===== src/sv/ssm_pkg.sv =====
package ssm_pkg;

    localparam int DATA_W = 32;
    // holds a full row of rounded 32x32 products plus the offset without wrapping
    localparam int ACC_W  = 56;

    typedef enum logic [1:0] {
        CMD_INIT   = 2'd0,
        CMD_SAMPLE = 2'd1,
        CMD_LOAD   = 2'd2,
        CMD_NONE   = 2'd3
    } cmd_t;

    localparam logic [1:0] REG_STATE_DIM  = 2'd0;
    localparam logic [1:0] REG_INPUT_DIM  = 2'd1;
    localparam logic [1:0] REG_OUTPUT_DIM = 2'd2;

    typedef struct packed {
        logic [1:0]         command;
        logic [6:0]         coef_addr;
        logic signed [31:0] coef_value;
        logic signed [31:0] in_0;
        logic signed [31:0] in_1;
        logic signed [31:0] in_2;
        logic signed [31:0] in_3;
    } in_item_t;

    typedef struct packed {
        logic signed [31:0] out_0;
        logic signed [31:0] out_1;
        logic signed [31:0] out_2;
        logic signed [31:0] out_3;
        logic               saturated;
    } out_item_t;

    typedef enum logic [3:0] {
        ST_IDLE,
        ST_INIT_RD,
        ST_INIT_WR,
        ST_U_RD,
        ST_U_CALC,
        ST_ROW_RD,
        ST_ROW_OFS,
        ST_TERM_RD,
        ST_TERM_MUL,
        ST_TERM_ACC,
        ST_ROW_END,
        ST_COMMIT,
        ST_OUT
    } state_t;

    // Saturate an exact sum to 32 bits.
    function automatic logic [32:0] sat32(input logic signed [ACC_W-1:0] v);
        logic [32:0] r;
        if (v > ACC_W'(64'sd2147483647))
            r = {1'b1, 32'h7FFF_FFFF};
        else if (v < -ACC_W'(64'sd2147483648))
            r = {1'b1, 32'h8000_0000};
        else
            r = {1'b0, v[31:0]};
        return r;
    endfunction

endpackage


===== src/sv/ssm_mac.sv =====
// Shared multiply-accumulate: Q16.16 product rounded, added into a wide accumulator.
module ssm_mac
    import ssm_pkg::*;
(
    input  logic                     clk,
    input  logic                     mul_en,
    input  logic signed [DATA_W-1:0] a,
    input  logic signed [DATA_W-1:0] b,
    input  logic                     acc_load,
    input  logic signed [DATA_W-1:0] acc_init,
    input  logic                     acc_add,
    output logic signed [ACC_W-1:0]  acc
);

    logic signed [63:0]      prod_reg;
    logic signed [ACC_W-1:0] acc_reg;
    logic signed [63:0]      rnd;

    assign rnd = prod_reg + 64'sd32768;

    always_ff @(posedge clk)
    begin
        if (mul_en)
            prod_reg <= a * b;
        if (acc_load)
            acc_reg <= ACC_W'(acc_init);
        else if (acc_add)
            acc_reg <= acc_reg + ACC_W'(rnd >>> 16);
    end

    assign acc = acc_reg;

endmodule


===== config.mk =====
export PLATFORM = sky130hd
export DESIGN_NAME = ssm_mac
export DESIGN_NICKNAME = d
export VERILOG_FILES = /design/src/sv/ssm_pkg.sv /design/src/sv/ssm_mac.sv
export SDC_FILE = /design/constraint.sdc
export NUM_CORES = 2
export LEC_CHECK = 0
export CAP_MARGIN = 0
export CORE_UTILIZATION = 36
export DETAILED_ROUTE_END_ITERATION = 7
export DONT_BUFFER_PORTS = 1
export PLACE_DENSITY = 0.59
export SYNTH_ARGS = -nofsm -noshare
export SYNTH_HDL_FRONTEND = slang
export SYNTH_SLANG_ARGS = --single-unit

===== constraint.sdc =====
create_clock -name clk -period 10.35 [get_ports clk]
set_clock_uncertainty 0.1 [all_clocks]
set_input_delay 1.035 -clock clk [delete_from_list [all_inputs] [get_ports clk]]
set_output_delay 1.035 -clock clk [all_outputs]
set_load 0.05 [all_outputs]

* After elaboration in Yosys (flattened, before gate mapping) *
Index checks and enable logic that the tools add are counted.
W data, S select, Z words.

word-level totals
  flip-flop bits (word level) = 120
  latch bits = 0
  memory bits (writable) = 0
  bits in read-only memories = 0
  input bits = 100
  output and inout port bits = 56
  logic and storage cells = 8
  memories kept = 0

operators by class
  $add $sub $neg = 2
  $mul = 1
  div/mod/pow operators = 0
  order comparisons = 0
  equality and inequality tests = 0
  shifts and indexed selects = 0
  muxes and demuxes = 2
  bitwise gates (word level) = 0
  reduce and logical (&&, ||, !) cells = 1

operator list
  kind                      count
  $mux W56                  2
  $add A64 B17 Y64 const B  1
  $mul A32 B32 Y64          1
  $add A56 B48 Y56          1
  $reduce_bool A2 Y1        1

* Depth between registers and ports, before layout *
  word-level depth = 4
  depth in mapped cells = 29

* Least setup slack after synthesis *
OpenSTA, ideal clock, no wires.

  path type = in2reg
  from = input port a[31]
  to = register prod_reg[62], data pin
  arrival time = 8.214 ns
  setup slack = 1.774 ns
  stages on the path = 28
  buffers on the path = 1
  path through = clkbuf_1 > nand2_1 > inv_1 > fa_1 > inv_1 > fa_1 > inv_1 > fa_1 > fa_1 > inv_1 > fa_1 > inv_1 > fa_1 > inv_1 > fa_1 > inv_1 > fa_1 > ha_1 > a21o_1 > a21o_1 > a21oi_1 > inv_1 > a21o_1 > a21o_1 > or3_1 > o21ai_0 > a21oi_1 > xor2_1

between the ends
  cells in the longest elaborated chain, start to end = 1

ends and longest elaborated chain
  item                  line           source
  start, declared       ssm_mac.sv:7   input logic signed [DATA_W-1:0] a,
  $mul A32 B32 Y64      ssm_mac.sv:24  prod_reg <= a * b;
  end signal, assigned  ssm_mac.sv:24
  end, declared         ssm_mac.sv:15  logic signed [63:0] prod_reg;

No other way between the ends.
A chain may end at the register's enable or synchronous reset.

* Worst setup path in the final report *
  from = input port a[20]
  to = register prod_reg[50], data pin

The elaborated chain is that of the path after synthesis.

==> impl_metrics.py <==
metrics = {
    "outcome": {
        "outcome": "complete, no violations",
    },
    "finish": {
        "regArea_um2": 3150,
        "syn_to_final_growth_pct": 3.50,
        "nNetsFinal": 5802,
        "n_antenna_cell": 0,
        "largest_reg_flops": 56,
        "stdcell_area_um2": 44800,
        "finalNonFillerCells": 5989,
        "fillers": 11962,
        "drive_above_1_share_pct": 0.889,
        "multi_input_area_um2": 35600,
    },
    "placement": {
        "port_buffers": 0,
        "hpwlAfterDp_um": 98900,
        "post-place-ws_ns": 1.38,
        "place_area_um2": 44500,
        "gp_congestion": 0.949,
        "dp.cells": 5973,
    },
    "clocking": {
        "insertion_delay_ns": 0.38,
        "cts_tree": "done",
        "clkSlewWorstSetupHoldPaths_ns": 0.08,
        "htree_levels": 3,
        "numCtsBuffers": 9,
        "cts_hold_buf": 0,
        "postCtsSetupBuffers": 0,
        "root_buffer": "clkbuf_16",
        "cts_resized": 0,
        "clk_path_buf_depth": 2,
        "cts_sinks": 105,
    },
    "synthesis": {
        "yosysWarningCount": 0,
        "synth_area_leaders": "fa_1 50%, inv_1 8.5%, and2_1 7.3%, edfxtp_1 7.3%, ha_1 6.8%",
        "yosysSeqAreaShare_pct": 7.29,
        "avgSynthCellArea_um2": 9.42,
        "synth_cell_types": 69,
        "synthDominantCellAreaShare_pct": 50.1,
        "synth_nets": 6012,
        "synthFlopType": "edfxtp_1",
        "synthArstFlopShare_pct": 0,
        "synth_edf_count": 105,
        "ys_seq_elements": 105,
        "synth_cells": 4594,
        "syn_area_um2": 43300,
        "yosys.area.top_type": "fa_1",
    },
    "grt": {
        "grt_use_met1_pct": 30.3,
        "grt_pass1_wl_um": 199000,
        "grtUsageTotal_pct": 21.6,
        "first_global_vias": 32897,
        "grt_util_met3_pct": 5.55,
        "grt_use_met2_pct": 34.0,
        "grt.busiest_layer": "met2",
        "antenna_found_initial": 5,
        "grt_overflow": 0,
        "grt_max_degree": 88,
    },
    "floorplanning": {
        "start_util_pct": 36.5,
        "ios": 156,
        "die-area_um2": 122000,
        "placementRows": 126,
        "die_h_um": 349,
        "core_region_area_um2": 119000,
        "die_w_um": 349,
    },
    "critical_path": {
        "critical_path_class": "in2reg",
        "startpoint_type": "input pin",
        "cpPeakStageDelay_ns": 0.58,
        "worstPathMaxFanout": 32,
        "cp.required_ns": 10.38,
        "cp_cell_sequence": "and2_1 > fa_1 > fa_1 > inv_1 > fa_1 > fa_1 > inv_1 > fa_1 > fa_1 > fa_1 > inv_1 > fa_1 > inv_1 > ha_1 > nand2_1 > nor4_1 > nand4_1 > o32ai_1 > nor2_1 > o41ai_1 > a221oi_1 > o21ai_0 > a221oi_1 > xnor2_1",
        "cp_num_buf_inv": 4,
        "cpMaxStageDelayCell": "fa_1",
        "end_kind": "flip-flop",
        "worst_path_most_repeated_cell": "fa_1",
        "worstPathArrival_ns": 8.65,
        "path_delay_family": "adder cells",
    },
    "routing": {
        "vias": 30397,
        "route.detailed.drc": 0,
        "avgViaCountPerCell": 5.08,
        "firstDrtPassIters": 6,
        "avgRoutedWirePerCell_um": 21.2,
        "finalWirelength_um": 127000,
        "detail-route-antenna-nets": 0,
        "drtIter0Drc": 2255,
    },
    "timing": {
        "slew_headroom_pct": 35.1,
        "tightestPinTransition_ns": 0.970,
        "fin_crit_sh_pct": 83.3,
        "fmax_mhz": 116,
        "slew_violations": 0,
        "rsz0062_at_grt": "no",
        "setup_ws_ns": 1.73,
        "fin_crit_ns": 8.62,
        "setup_viol": 0,
        "hold_viol": 0,
        "final.setup.tns_ns": 0,
    },
    "worst_hold_path": {
        "hold_path_class": "in2reg",
    },
    "run": {
        "maxCapViolCount": 0,
    },
}
[cell families after synthesis]
family          synth area share (%)
compound gates                  6.18
flops                           7.29
xor+xnor                        3.26
buf+inv                         10.5
fa+ha+maj                       56.9
mux                           0.0752
simple gates                    15.8
[metal layers]
layer	share of wire, %	vias up	wire, um
li1	-	13299	-
met1	44	15845	56000
met2	45	1137	56800
met3	10	116	12800
met4	1.3	0	1670
met5	0	-	0
[stage by stage]
step                      utilization (%)  hold WS (ns)
after floorplan                         -         0.696
after global placement               37.5         0.785
after detailed placement             37.5         0.802
after CTS                            37.8         0.656
after global routing                 37.8         0.660
final                                37.8         0.687
[layout make-up]
type                            instances  share of cell area [%]
Clock buffer                            9                   0.503
Clock inverter                          7                   0.204
Inverter                              981                    8.22
Multi-Input combinational cell       3280                    79.4
Sequential cell                       105                    7.04
Tap cell                             1600                    4.47
Timing Repair Buffer                    7                   0.117
[worst register-to-register path: cells and delay by family, from the launching register on]
kind	cells	cell delay, ns
DFF	1	0.42
xor gates and xnor gates	1	0.77
adders and majority gates	1	0.48
and+or+nand+nor	7	2.03
AOI/OAI and AO/OA	6	1.50
[placed cells by master, fill, tap and decap left out, drive strengths merged, types with 44 or more instances in the layout]
cell,n
a21o,77
a21oi,114
and2,506
edfxtp,105
fa,1082
ha,236
inv,985
nand2,616
nand3,44
nor2,93
o21ai,110
xnor2,99
xor2,62
[synthesized netlist by cell type (12+ instances only)]
cell type,number
inv_1,981
nor2_1,93
and4_1,14
edfxtp_1,105
nand4_1,27
and3_1,18
ha_1,236
o21ai_0,108
a21o_1,77
nand3_1,44
o21bai_1,22
clkbuf_1,226
nand2_1,616
a21oi_1,114
xor2_1,62
and2_1,504
o21a_1,12
nor3_1,15
fa_1,1082
xnor2_1,99
nand2b_1,19
[final timing paths]
check / from / to / slack, ns / depth (start not counted)
max: a[20] / prod_reg[50] / 1.73 / 24
min: mul_en / prod_reg[62] / 0.69 / 0
max reg2reg: prod_reg[26] / acc[54] / 4.82 / 15
min reg2reg: prod_reg[16] / acc[0] / 0.81 / 3
Power is not shown: default switching activity piles up to over one toggle a cycle in this logic, so the estimate is an artifact.
